==> config.mk <==
export PLATFORM = sky130hd
export DESIGN_NAME = kalman_angle_fusion
export DESIGN_NICKNAME = d
export VERILOG_FILES = /design/src/design/kaf_pkg.sv /design/src/design/kalman_angle_fusion.sv /design/src/design/kaf_mul.sv /design/src/design/kaf_div.sv
export VERILOG_INCLUDE_DIRS = /design/src /design/src/design
export SDC_FILE = /design/constraint.sdc
export NUM_CORES = 2
export LEC_CHECK = 0
export BUFFER_PORTS_ARGS = -buffer_cell sky130_fd_sc_hd__buf_2
export CAP_MARGIN = 20
export CORE_ASPECT_RATIO = 1.2
export CORE_MARGIN = 2
export CORE_UTILIZATION = 52
export CTS_BUF_LIST = sky130_fd_sc_hd__clkbuf_16
export CTS_CLUSTER_DIAMETER = 120
export CTS_CLUSTER_SIZE = 20
export DETAILED_ROUTE_END_ITERATION = 8
export MAX_ROUTING_LAYER = met4
export PLACE_DENSITY = 0.73
export SLEW_MARGIN = 20
export SYNTH_ARGS = -nofsm -noshare
export SYNTH_HDL_FRONTEND = slang
export SYNTH_HIERARCHICAL = 1
export SYNTH_SLANG_ARGS = --single-unit
==> constraint.sdc <==
create_clock -name clk -period 15.5 [get_ports clk]
set_input_delay 1.55 -clock clk [delete_from_list [all_inputs] [get_ports clk]]
set_output_delay 1.55 -clock clk [all_outputs]
set_load 0.01 [all_outputs]
==> src/design/kalman_angle_fusion_assert.svh <==
// ----------------------------------------------------------------------------
// Assertion macros for the angle fusion filter
// Shared forms for the concurrent checks at the end of the top level.
// ----------------------------------------------------------------------------
`ifndef KALMAN_ANGLE_FUSION_ASSERT_SVH
`define KALMAN_ANGLE_FUSION_ASSERT_SVH

// Same-cycle implication.
`define KAF_ASSERT_IMPLY(label, ante, cons, msg) \
    label: assert property (@(posedge clk) disable iff (!rst_n) (ante) |-> (cons)) \
        else $error(msg);

// Next-cycle implication.
`define KAF_ASSERT_NEXT(label, ante, cons, msg) \
    label: assert property (@(posedge clk) disable iff (!rst_n) (ante) |=> (cons)) \
        else $error(msg);

`endif

==> src/design/kaf_pkg.sv <==
// ----------------------------------------------------------------------------
// kaf_pkg
// Types, widths and constants shared by the angle fusion filter modules.
// ----------------------------------------------------------------------------
`timescale 1ns / 1ps

package kaf_pkg;

    typedef logic signed [39:0] wide_t;

    localparam int MUL_A_W = 34;
    localparam int MUL_B_W = 33;
    localparam int MUL_R_W = 36;
    localparam int MUL_ACC_W = 65;
    localparam int DIV_DEN_W = 34;
    localparam int DIV_Q_W = 62;

    localparam logic [31:0] ANGLE_NOISE_RST = 32'd1073742;
    localparam logic [31:0] BIAS_NOISE_RST = 32'd3221225;
    localparam logic [31:0] MEAS_NOISE_RST = 32'd536870912;
    localparam logic [30:0] PERIOD_RST = 31'd5368709;
    localparam logic [30:0] Q30_ONE_U = 31'h4000_0000;
    localparam logic signed [31:0] Q30_ONE_S = 32'sh4000_0000;

    localparam logic [1:0] REG_ANGLE_NOISE = 2'd0;
    localparam logic [1:0] REG_BIAS_NOISE = 2'd1;
    localparam logic [1:0] REG_MEAS_NOISE = 2'd2;
    localparam logic [1:0] REG_PERIOD = 2'd3;

    typedef enum logic [4:0] {
        ST_IDLE  = 5'b00001,
        ST_START = 5'b00010,
        ST_WAIT  = 5'b00100,
        ST_EMIT  = 5'b01000,
        ST_HOLD  = 5'b10000
    } state_t;

    // One entry per arithmetic step of a sample, in issue order.
    typedef enum logic [3:0] {
        OP_PRED = 4'd0,
        OP_CAA  = 4'd1,
        OP_CAB  = 4'd2,
        OP_CBB  = 4'd3,
        OP_K0   = 4'd4,
        OP_K1   = 4'd5,
        OP_UAA  = 4'd6,
        OP_UAB  = 4'd7,
        OP_UBA  = 4'd8,
        OP_UBB  = 4'd9,
        OP_FA   = 4'd10,
        OP_RB   = 4'd11
    } op_t;

    function automatic logic signed [31:0] sat32(input wide_t v);
        if (v > wide_t'(32'sh7fff_ffff))
            return 32'sh7fff_ffff;
        else if (v < -wide_t'(32'sh7fff_ffff) - wide_t'(1))
            return 32'sh8000_0000;
        else
            return v[31:0];
    endfunction

endpackage

==> src/design/kalman_angle_fusion.sv <==
// ----------------------------------------------------------------------------
// kalman_angle_fusion
// Two-state Kalman filter fusing an accelerometer tilt angle with a gyro rate.
// ----------------------------------------------------------------------------
// Each sample (measured angle, gyro rate) runs through a fixed sequence of ten
// rounded Q30 multiplies on a bit-serial multiplier and two gain divisions on a
// restoring divider. A multiply step issues its operands, runs through the
// multiplier bits and captures the result; a division step runs through the
// quotient bits. The block takes one sample at a time; a finished result waits
// in the output register while the next sample is already being worked on, and
// only a result still waiting when the next one is done stalls the block.
// Configuration should only be written while no sample is in flight.
`timescale 1ns / 1ps
`include "kalman_angle_fusion_assert.svh"

module kalman_angle_fusion
    import kaf_pkg::*;
#(
    parameter int DATA_WIDTH = 32
)
(
    input  logic        clk,
    input  logic        rst_n,
    input  logic        s_tvalid,
    output logic        s_tready,
    input  logic [63:0] s_tdata,   // measured_angle [31:0], gyro_rate [63:32]
    output logic        m_tvalid,
    input  logic        m_tready,
    output logic [63:0] m_tdata,   // angle_estimate [31:0], rate_estimate [63:32]
    input  logic        cfg_we,
    input  logic [1:0]  cfg_addr,
    input  logic [31:0] cfg_data
);

    localparam int SAT_W = (DATA_WIDTH < 16) ? 16 : ((DATA_WIDTH > 32) ? 32 : DATA_WIDTH);
    localparam wide_t SAT_MAX = (wide_t'(1) <<< (SAT_W - 1)) - wide_t'(1);
    localparam wide_t SAT_MIN = -SAT_MAX - wide_t'(1);

    function automatic logic signed [31:0] sat_data(input wide_t v);
        wide_t c;
        c = (v > SAT_MAX) ? SAT_MAX : ((v < SAT_MIN) ? SAT_MIN : v);
        return c[31:0];
    endfunction

    logic [31:0] qa_reg, qb_reg, mn_reg;
    logic [30:0] sp_reg;

    state_t state_reg;
    op_t    op_reg;

    logic signed [31:0] fa_reg, rb_reg, caa_reg, cab_reg, cba_reg, cbb_reg;
    logic signed [31:0] meas_reg, gyro_reg, pred_reg, err_reg, k0_reg, k1_reg;
    logic signed [31:0] t0_reg, t1_reg;
    logic signed [DIV_DEN_W-1:0] e_reg;
    logic [30:0] dt_reg;
    logic        m_tvalid_reg;
    logic [63:0] m_tdata_reg;

    logic                        mul_start, div_start;
    logic signed [MUL_A_W-1:0]   mul_a;
    logic signed [MUL_B_W-1:0]   mul_b;
    logic                        mul_busy, mul_done, div_busy, div_done;
    logic signed [MUL_R_W-1:0]   mul_r;
    logic signed [31:0]          div_num, div_q;
    logic                        is_div, unit_done, e_pos, emit_ok;
    wide_t                       r;
    logic signed [DIV_DEN_W-1:0] e_next;

    assign s_tready = (state_reg == ST_IDLE);
    assign m_tvalid = m_tvalid_reg;
    assign m_tdata  = m_tdata_reg;

    assign is_div    = (op_reg == OP_K0) || (op_reg == OP_K1);
    assign mul_start = (state_reg == ST_START) && !is_div;
    assign div_start = (state_reg == ST_START) && is_div;
    assign unit_done = is_div ? div_done : mul_done;
    assign r         = wide_t'(mul_r);
    assign e_pos     = !e_reg[DIV_DEN_W-1] && (e_reg != '0);
    assign e_next    = $signed({2'b00, mn_reg}) + DIV_DEN_W'(caa_reg);
    assign div_num   = (op_reg == OP_K0) ? caa_reg : cba_reg;
    assign emit_ok   = !m_tvalid_reg || m_tready;

    // Operand selection for each step of the sequence.
    always_comb
    begin
        wide_t a_w;
        a_w   = '0;
        mul_b = $signed({2'b00, dt_reg});
        case (op_reg)
            OP_PRED: a_w = wide_t'(sat32(wide_t'(gyro_reg) - wide_t'(rb_reg)));
            OP_CAA:  a_w = wide_t'(sat32($signed({8'd0, qa_reg})
                                         - wide_t'(cab_reg) - wide_t'(cba_reg)));
            OP_CAB:  a_w = -wide_t'(cbb_reg);
            OP_CBB:  a_w = $signed({8'd0, qb_reg});
            OP_UAA:  begin a_w = wide_t'(t0_reg); mul_b = MUL_B_W'(k0_reg); end
            OP_UAB:  begin a_w = wide_t'(t1_reg); mul_b = MUL_B_W'(k0_reg); end
            OP_UBA:  begin a_w = wide_t'(t0_reg); mul_b = MUL_B_W'(k1_reg); end
            OP_UBB:  begin a_w = wide_t'(t1_reg); mul_b = MUL_B_W'(k1_reg); end
            OP_FA:   begin a_w = wide_t'(err_reg); mul_b = MUL_B_W'(k0_reg); end
            OP_RB:   begin a_w = wide_t'(err_reg); mul_b = MUL_B_W'(k1_reg); end
            default: a_w = '0;
        endcase
        mul_a = a_w[MUL_A_W-1:0];
    end

    kaf_mul u_mul (
        .clk    (clk),
        .rst_n  (rst_n),
        .start  (mul_start),
        .a      (mul_a),
        .b      (mul_b),
        .busy   (mul_busy),
        .done   (mul_done),
        .result (mul_r)
    );

    kaf_div u_div (
        .clk   (clk),
        .rst_n (rst_n),
        .start (div_start),
        .num   (div_num),
        .den   (e_reg),
        .busy  (div_busy),
        .done  (div_done),
        .quot  (div_q)
    );

    always_ff @(posedge clk or negedge rst_n)
    begin
        if (!rst_n)
        begin
            qa_reg <= ANGLE_NOISE_RST;
            qb_reg <= BIAS_NOISE_RST;
            mn_reg <= MEAS_NOISE_RST;
            sp_reg <= PERIOD_RST;
        end
        else if (cfg_we)
        begin
            unique case (cfg_addr)
                REG_ANGLE_NOISE: qa_reg <= cfg_data;
                REG_BIAS_NOISE:  qb_reg <= cfg_data;
                REG_MEAS_NOISE:  mn_reg <= cfg_data;
                REG_PERIOD:      sp_reg <= cfg_data[30:0];
                default:         ;
            endcase
        end
    end

    // A new result is loaded in the same cycle that a waiting one is taken.
    always_ff @(posedge clk or negedge rst_n)
    begin
        if (!rst_n)
            m_tvalid_reg <= 1'b0;
        else if (state_reg == ST_EMIT && emit_ok)
            m_tvalid_reg <= 1'b1;
        else if (m_tready)
            m_tvalid_reg <= 1'b0;
    end

    always_ff @(posedge clk or negedge rst_n)
    begin
        if (!rst_n)
        begin
            state_reg    <= ST_IDLE;
            op_reg       <= OP_PRED;
            fa_reg       <= '0;
            rb_reg       <= '0;
            caa_reg      <= Q30_ONE_S;
            cab_reg      <= '0;
            cba_reg      <= '0;
            cbb_reg      <= Q30_ONE_S;
        end
        else
        begin
            unique case (state_reg)
                ST_IDLE:
                begin
                    if (s_tvalid)
                    begin
                        state_reg <= ST_START;
                        op_reg    <= OP_PRED;
                    end
                end
                ST_START:
                    state_reg <= ST_WAIT;
                ST_WAIT:
                begin
                    if (unit_done)
                    begin
                        case (op_reg)
                            OP_CAA: caa_reg <= sat32(wide_t'(caa_reg) + r);
                            OP_CAB:
                            begin
                                cab_reg <= sat32(wide_t'(cab_reg) + r);
                                cba_reg <= sat32(wide_t'(cba_reg) + r);
                            end
                            OP_CBB: cbb_reg <= sat32(wide_t'(cbb_reg) + r);
                            OP_UAA: caa_reg <= sat32(wide_t'(caa_reg) - r);
                            OP_UAB: cab_reg <= sat32(wide_t'(cab_reg) - r);
                            OP_UBA: cba_reg <= sat32(wide_t'(cba_reg) - r);
                            OP_UBB: cbb_reg <= sat32(wide_t'(cbb_reg) - r);
                            OP_FA:  fa_reg  <= sat_data(wide_t'(pred_reg) + r);
                            OP_RB:  rb_reg  <= sat_data(wide_t'(rb_reg) + r);
                            default: ;
                        endcase
                        if (op_reg == OP_RB)
                            state_reg <= ST_EMIT;
                        else
                        begin
                            op_reg    <= op_t'(op_reg + 4'd1);
                            state_reg <= ST_START;
                        end
                    end
                end
                ST_EMIT:
                begin
                    if (emit_ok)
                        state_reg <= ST_HOLD;
                end
                ST_HOLD:
                    state_reg <= ST_IDLE;
                default:
                    state_reg <= ST_IDLE;
            endcase
        end
    end

    // Sample payload and intermediate values of the step sequence.
    always_ff @(posedge clk)
    begin
        if (state_reg == ST_IDLE && s_tvalid)
        begin
            meas_reg <= $signed(s_tdata[31:0]);
            gyro_reg <= $signed(s_tdata[63:32]);
            dt_reg   <= (sp_reg > Q30_ONE_U) ? Q30_ONE_U : sp_reg;
        end
        if (state_reg == ST_WAIT && unit_done)
        begin
            case (op_reg)
                OP_PRED: pred_reg <= sat_data(wide_t'(fa_reg) + r);
                OP_CBB:
                begin
                    err_reg <= sat32(wide_t'(meas_reg) - wide_t'(pred_reg));
                    e_reg   <= e_next;
                    t0_reg  <= caa_reg;
                    t1_reg  <= cab_reg;
                end
                OP_K0: k0_reg <= e_pos ? div_q : '0;
                OP_K1: k1_reg <= e_pos ? div_q : '0;
                default: ;
            endcase
        end
        if (state_reg == ST_EMIT && emit_ok)
            m_tdata_reg <= {sat_data(wide_t'(gyro_reg) - wide_t'(rb_reg)), fa_reg};
    end

    `KAF_ASSERT_NEXT(a_accept_starts, s_tvalid && s_tready, state_reg == ST_START && op_reg == OP_PRED, "accepted sample did not start the sequence")
    `KAF_ASSERT_IMPLY(a_one_unit, mul_busy || div_busy, !(mul_busy && div_busy), "multiplier and divider busy together")
    `KAF_ASSERT_NEXT(a_gain_zero, state_reg == ST_WAIT && div_done && op_reg == OP_K0 && !e_pos, k0_reg == '0, "gain not cleared for non-positive innovation variance")

endmodule

==> src/design/kaf_mul.sv <==
// ----------------------------------------------------------------------------
// kaf_mul
// Bit-serial signed multiplier with Q30 rounding, one multiplier bit a cycle.
// ----------------------------------------------------------------------------
`timescale 1ns / 1ps

module kaf_mul
    import kaf_pkg::*;
(
    input  logic                        clk,
    input  logic                        rst_n,
    input  logic                        start,
    input  logic signed [MUL_A_W-1:0]   a,
    input  logic signed [MUL_B_W-1:0]   b,
    output logic                        busy,
    output logic                        done,
    output logic signed [MUL_R_W-1:0]   result
);

    logic [MUL_A_W-2:0]   a_reg;
    logic [MUL_B_W-2:0]   b_reg;
    logic [MUL_ACC_W-1:0] acc_reg;
    logic                 neg_reg;
    logic [4:0]           cnt_reg;
    logic                 busy_reg;
    logic                 done_reg;

    logic [MUL_A_W-1:0]   a_abs;
    logic [MUL_B_W-1:0]   b_abs;
    logic [MUL_A_W-1:0]   part_sum;
    logic [MUL_ACC_W-1:0] rounded;
    logic [MUL_R_W-2:0]   mag;

    assign a_abs = a[MUL_A_W-1] ? -a : a;
    assign b_abs = b[MUL_B_W-1] ? -b : b;
    assign part_sum = {1'b0, acc_reg[MUL_ACC_W-1:MUL_B_W-1]}
                    + (b_reg[0] ? {1'b0, a_reg} : '0);

    // Magnitude rounding gives ties away from zero once the sign is applied.
    assign rounded = acc_reg + (MUL_ACC_W'(1) << 29);
    assign mag = rounded[MUL_ACC_W-1:30];
    assign result = neg_reg ? -$signed({1'b0, mag}) : $signed({1'b0, mag});
    assign busy = busy_reg;
    assign done = done_reg;

    always_ff @(posedge clk or negedge rst_n)
    begin
        if (!rst_n)
        begin
            busy_reg <= 1'b0;
            done_reg <= 1'b0;
            cnt_reg  <= '0;
        end
        else
        begin
            done_reg <= 1'b0;
            if (start)
            begin
                busy_reg <= 1'b1;
                cnt_reg  <= 5'd31;
            end
            else if (busy_reg)
            begin
                cnt_reg <= cnt_reg - 5'd1;
                if (cnt_reg == '0)
                begin
                    busy_reg <= 1'b0;
                    done_reg <= 1'b1;
                end
            end
        end
    end

    always_ff @(posedge clk)
    begin
        if (start)
        begin
            a_reg   <= a_abs[MUL_A_W-2:0];
            b_reg   <= b_abs[MUL_B_W-2:0];
            acc_reg <= '0;
            neg_reg <= a[MUL_A_W-1] ^ b[MUL_B_W-1];
        end
        else if (busy_reg)
        begin
            acc_reg <= {part_sum, acc_reg[MUL_B_W-2:1]};
            b_reg   <= {1'b0, b_reg[MUL_B_W-2:1]};
        end
    end

endmodule

==> src/design/kaf_div.sv <==
// ----------------------------------------------------------------------------
// kaf_div
// Restoring divider for the Kalman gains: (num << 30) / den, one bit a cycle.
// ----------------------------------------------------------------------------
`timescale 1ns / 1ps

module kaf_div
    import kaf_pkg::*;
(
    input  logic                        clk,
    input  logic                        rst_n,
    input  logic                        start,
    input  logic signed [31:0]          num,
    input  logic signed [DIV_DEN_W-1:0] den,
    output logic                        busy,
    output logic                        done,
    output logic signed [31:0]          quot
);

    logic [DIV_Q_W-1:0]   dvd_reg;
    logic [DIV_DEN_W-2:0] rem_reg;
    logic [DIV_DEN_W-2:0] den_reg;
    logic                 neg_reg;
    logic [5:0]           cnt_reg;
    logic                 busy_reg;
    logic                 done_reg;

    logic [31:0]          num_abs;
    logic [DIV_DEN_W-1:0] trial;
    logic [DIV_DEN_W:0]   diff;
    logic                 fits;

    assign num_abs = num[31] ? -num : num;
    assign trial = {rem_reg, dvd_reg[DIV_Q_W-1]};
    assign diff = {1'b0, trial} - {2'b00, den_reg};
    assign fits = !diff[DIV_DEN_W];
    assign busy = busy_reg;
    assign done = done_reg;

    // Truncation toward zero, then saturation to 32 signed bits.
    always_comb
    begin
        if (neg_reg)
        begin
            if ((|dvd_reg[DIV_Q_W-1:32]) || (dvd_reg[31] && (|dvd_reg[30:0])))
                quot = 32'sh8000_0000;
            else
                quot = -$signed(dvd_reg[31:0]);
        end
        else
        begin
            if (|dvd_reg[DIV_Q_W-1:31])
                quot = 32'sh7fff_ffff;
            else
                quot = $signed(dvd_reg[31:0]);
        end
    end

    always_ff @(posedge clk or negedge rst_n)
    begin
        if (!rst_n)
        begin
            busy_reg <= 1'b0;
            done_reg <= 1'b0;
            cnt_reg  <= '0;
        end
        else
        begin
            done_reg <= 1'b0;
            if (start)
            begin
                busy_reg <= 1'b1;
                cnt_reg  <= 6'(DIV_Q_W - 1);
            end
            else if (busy_reg)
            begin
                cnt_reg <= cnt_reg - 6'd1;
                if (cnt_reg == '0)
                begin
                    busy_reg <= 1'b0;
                    done_reg <= 1'b1;
                end
            end
        end
    end

    always_ff @(posedge clk)
    begin
        if (start)
        begin
            dvd_reg <= {num_abs, 30'd0};
            rem_reg <= '0;
            den_reg <= den[DIV_DEN_W-2:0];
            neg_reg <= num[31];
        end
        else if (busy_reg)
        begin
            rem_reg <= fits ? diff[DIV_DEN_W-2:0] : trial[DIV_DEN_W-2:0];
            dvd_reg <= {dvd_reg[DIV_Q_W-2:0], fits};
        end
    end

endmodule
==> results by group <==
STA
  • Highest clock frequency the design can meet: 110 MHz
  • Worst-case headroom to the max-slew limit: about 15%
  • Period utilisation layout: between 50 and 60%
  • Shortest period the worst path allows: a little over 9 ns
  • Total of endpoints with negative setup slack in the final report: 0
  • Setup TNS Final: 0 ns
  • Clock skew after layout: 0.0800 ns
  • Smallest hold slack: between 0.4 and 0.5 ns
  • Unrepaired setup endpoints after global routing: no
  • Final number of hold-violating endpoints: 0
  • Worst-Margin Slew: about 1.3 ns
  • Max-slew violations: 0

Synthesis
  • Mux cell area share after synthesis: about 3.5%
  • Post-Synthesis Mean Instance Area: just under 9 um2
  • Synth area leaders: edfxtp_1 20%, dfrtp_1 10%, ha_1 9.9%
  • Dominant cell type by area after synthesis: edfxtp_1
  • Synthesized netlist net count: around 9500
  • Gate count of the mapped netlist: slightly below 9000
  • Sequential area share after synthesis: between 30% and 40%
  • Simple-Gate Fraction of Synth Area: between 15 and 20%
  • Share of synthesized cell area in full adder, half adder and majority cells: 11.3%
  • Mapped cell area: 77400 um2
  • Share of Yosys cell area claimed by the top area cell type: about 20%
  • XOR/XNOR Fraction of Synth Area: 7.80%
  • Synth Flop Type: edfxtp_1
  • Synth cell types: approximately 120
  • Share of synthesized flip-flops with an asynchronous set or reset: between 30% and 40%
  • Compound-cell area share of the yosys netlist: 22.5%
  • Combinational family with the most area after synthesis: compound AO/OA/AOI/OAI gates
  • Yosys reg bits: 960
  • Yosys warning count: 6
  • Post-synth EDFFs: 517

Detailed routing
  • Number of optimization iterations in the first detailed-route pass: 9
  • Count of nets left with antenna violations after detail routing: 0
  • Via count normalized by instance count: 6.55
  • Remaining DRCs: 5
  • Average detailed-routed wire length per instance: between 20 and 30 um
  • Number of violations reported at the end of detailed-routing iteration 0: 8211
  • Total vias in the final route: between 70000 and 80000
  • Total wirelength of the detailed-routed design: ~300000 um

CTS
  • CTS Hold Bufs: 0
  • Source-to-sink clock delay at the later pin of the worst-skew pair: 0.80 ns
  • Clock-pin slew of the registers on the worst-case setup and hold paths: 0.09 ns
  • CTS buffer count: 57
  • Count of clock tree sinks: 960
  • CTS tree: yes
  • Max clock buf depth: 3
  • CTS-repair resized insts: 0
  • Post-CTS repair timing setup buffer count: 0
  • CTS H-Tree Depth: 2
  • Root buf cell: clkbuf_16

Power and ir drop
  • Internal: between 6 and 7 mW
  • Switching power total: roughly 7.0 mW
  • Sw Ratio: 50.3%
  • LEAKAGE: between 30 and 40 nW
  • Clock share of power: between 10% and 20%
  • Portion of total power attributed to sequential cells: between 20% and 30%
  • Power per unit of standard cell area: around 170 nW/um2
  • Part of the total power dissipated in combinational logic: 62.9%
  • Worst voltage drop across the vdd grid: around 180 uV

Floorplan
  • Die Area: ~150000 um2
  • Area of the core: roughly 150000 um2
  • I/O pin cnt: between 150 and 200
  • Horizontal die dimension: between 300 and 400 um
  • Number of placement rows: roughly 160
  • Die span in y: 427 um
  • Initial Util: between 50% and 60%

Place
  • Post-detailed-placement half-perimeter wirelength: between 200000 and 250000 um
  • PortBufs: 168
  • Final weighted congestion in routability-driven placement: roughly 1.1

Cells and area
  • Flip-flop count of the largest register after layout: 64
  • Layout cells sized above 1: 8.58%
  • Number of nets in the final layout: 9423
  • Most common cell after layout, fill and taps aside: a21oi_1
  • Highest-count cells in the layout ignoring fill and taps: 788 x a21oi_1, 771 x nand2_1, 627 x nor2_1
  • Relative area change from synthesis to final layout: 6.27%
  • Fill count: 13500

Worst setup path
  • Endpoint arrival time on the critical path: approximately 9.7 ns
  • Kind of start point of the critical path: register
  • CP max FO: 19
  • Worst Path Class, Setup: reg2reg
  • Kind of end point of the critical path: register
  • Worst path required time: between 15 and 20 ns

Run
  • Max-cap violations: 0

GRT
  • Maximum number of pins on one net before global-route repair: roughly 140
  • Vias in the first global route: around 66000
  • GRT Residual Overflow: 0
  • Global-route wire length before repair: approximately 430000 um
  • Total routing resource utilization after global routing: about two fifths
  • Number of antenna violations at the first check in global routing: 29

Status
  • Result of the run: complete, but fails checks
  • Violated checks: design-rule violations

Hold path
  • Worst Hold Class: reg2reg
## power by group through the flow
stage                     logic [mW]  clock network, mW  registers (mW)
after floorplan                 6.11                  0            3.37
after global placement          8.41                  0            3.53
after detailed placement        8.50                  0            3.54
after CTS                       8.56               1.70            3.49
after global routing            9.44               1.79            3.53
final                           8.79               1.70            3.50
## synthesized netlist by cell type (all sizes together), types with 151 or more instances
cell,n
a21o,202
nand2b,160
dfrtp,309
edfxtp,517
mux2,161
inv,464
xnor2,476
xor2,213
nand2,772
nor3,178
nor2,638
ha,611
clkbuf,341
o21ai,475
a21oi,795
nand3,151
o31ai,155
## worst max-delay path: stages, from the launching register on
cell and delay [ns]:
dfxtp_1 0.47, ha_1 0.46, nand3_1 0.49, nor4_1 1.03
nand4_1 0.21, xor2_1 0.37, and4b_1 0.44, nand3_1 0.15
o21ai_0 0.22, xnor2_1 0.21, buf_4 0.32, inv_1 0.25
ha_1 0.58, a21oi_1 0.46, o221ai_1 0.21, a221oi_1 0.25
nor3_1 0.09, nor4_1 0.64, xnor2_1 0.15, or4_1 0.49
o31a_1 0.27, buf_4 0.23, nand2b_1 0.51, a21oi_1 0.28
a221oi_1 0.08
## kinds of logic after synthesis
family	after synthesis
buffers and inverters	894
xor gates and xnor gates	689
muxes	248
DFF	960
AOI/OAI and AO/OA	2626
and+or+nand+nor	2629
adders and majority gates	669
## stage by stage
step / util (%) / power (mW) / area [um2] / setup slack (ns) / cells
2_1_floorplan: - / 9.48 / 77400 / 4.06 / 8715
3_3_place_gp: 54.2 / 11.9 / 80400 / 6.86 / 10600
3_5_place_dp: 54.2 / 12.0 / 80400 / 6.68 / 10600
4_1_cts: 55.4 / 13.8 / 82200 / 6.61 / 10700
5_1_grt: 55.4 / 14.8 / 82300 / 6.07 / 10700
6_report: 55.4 / 14.0 / 82300 / 6.38 / 10700
## layout make-up
cell class	instances	area, um2	share of cell area [%]
Clock buffer	58	1450	1.76
Antenna cell	19	47.5	0.0578
Timing Repair Buffer	310	1950	2.37
Clock inverter	50	333	0.405
Sequential cell	960	26200	31.8
Multi-Input combinational cell	6861	48100	58.5
Tap cell	1962	2450	2.98
Inverter	470	1760	2.14
## layer usage
layer  GRT usage, %  routed length, um  up-vias
met2           61.8             137000     3280
met5              -                  0        -
li1               -                  -    31800
met4           28.0              26700        0
met3           6.81              23300      846
met1           45.3             112000    34100
## path summary, 6_finish.rpt
path	startpoint	endpoint	slack [ns]	cells past startpoint
max	u_mul/acc_reg[30]	cab_reg[16]	6.38	24
min	e_reg[14]	u_div/den_reg[14]	0.45	0
max reg2reg	u_mul/acc_reg[30]	cab_reg[16]	6.38	24
min reg2reg	e_reg[14]	u_div/den_reg[14]	0.45	0
max in group asynchronous	rst_n	fa_reg[7]	12.55	3
min in group asynchronous	rst_n	caa_reg[31]	0.76	1
(Power assumes the default switching activity.)
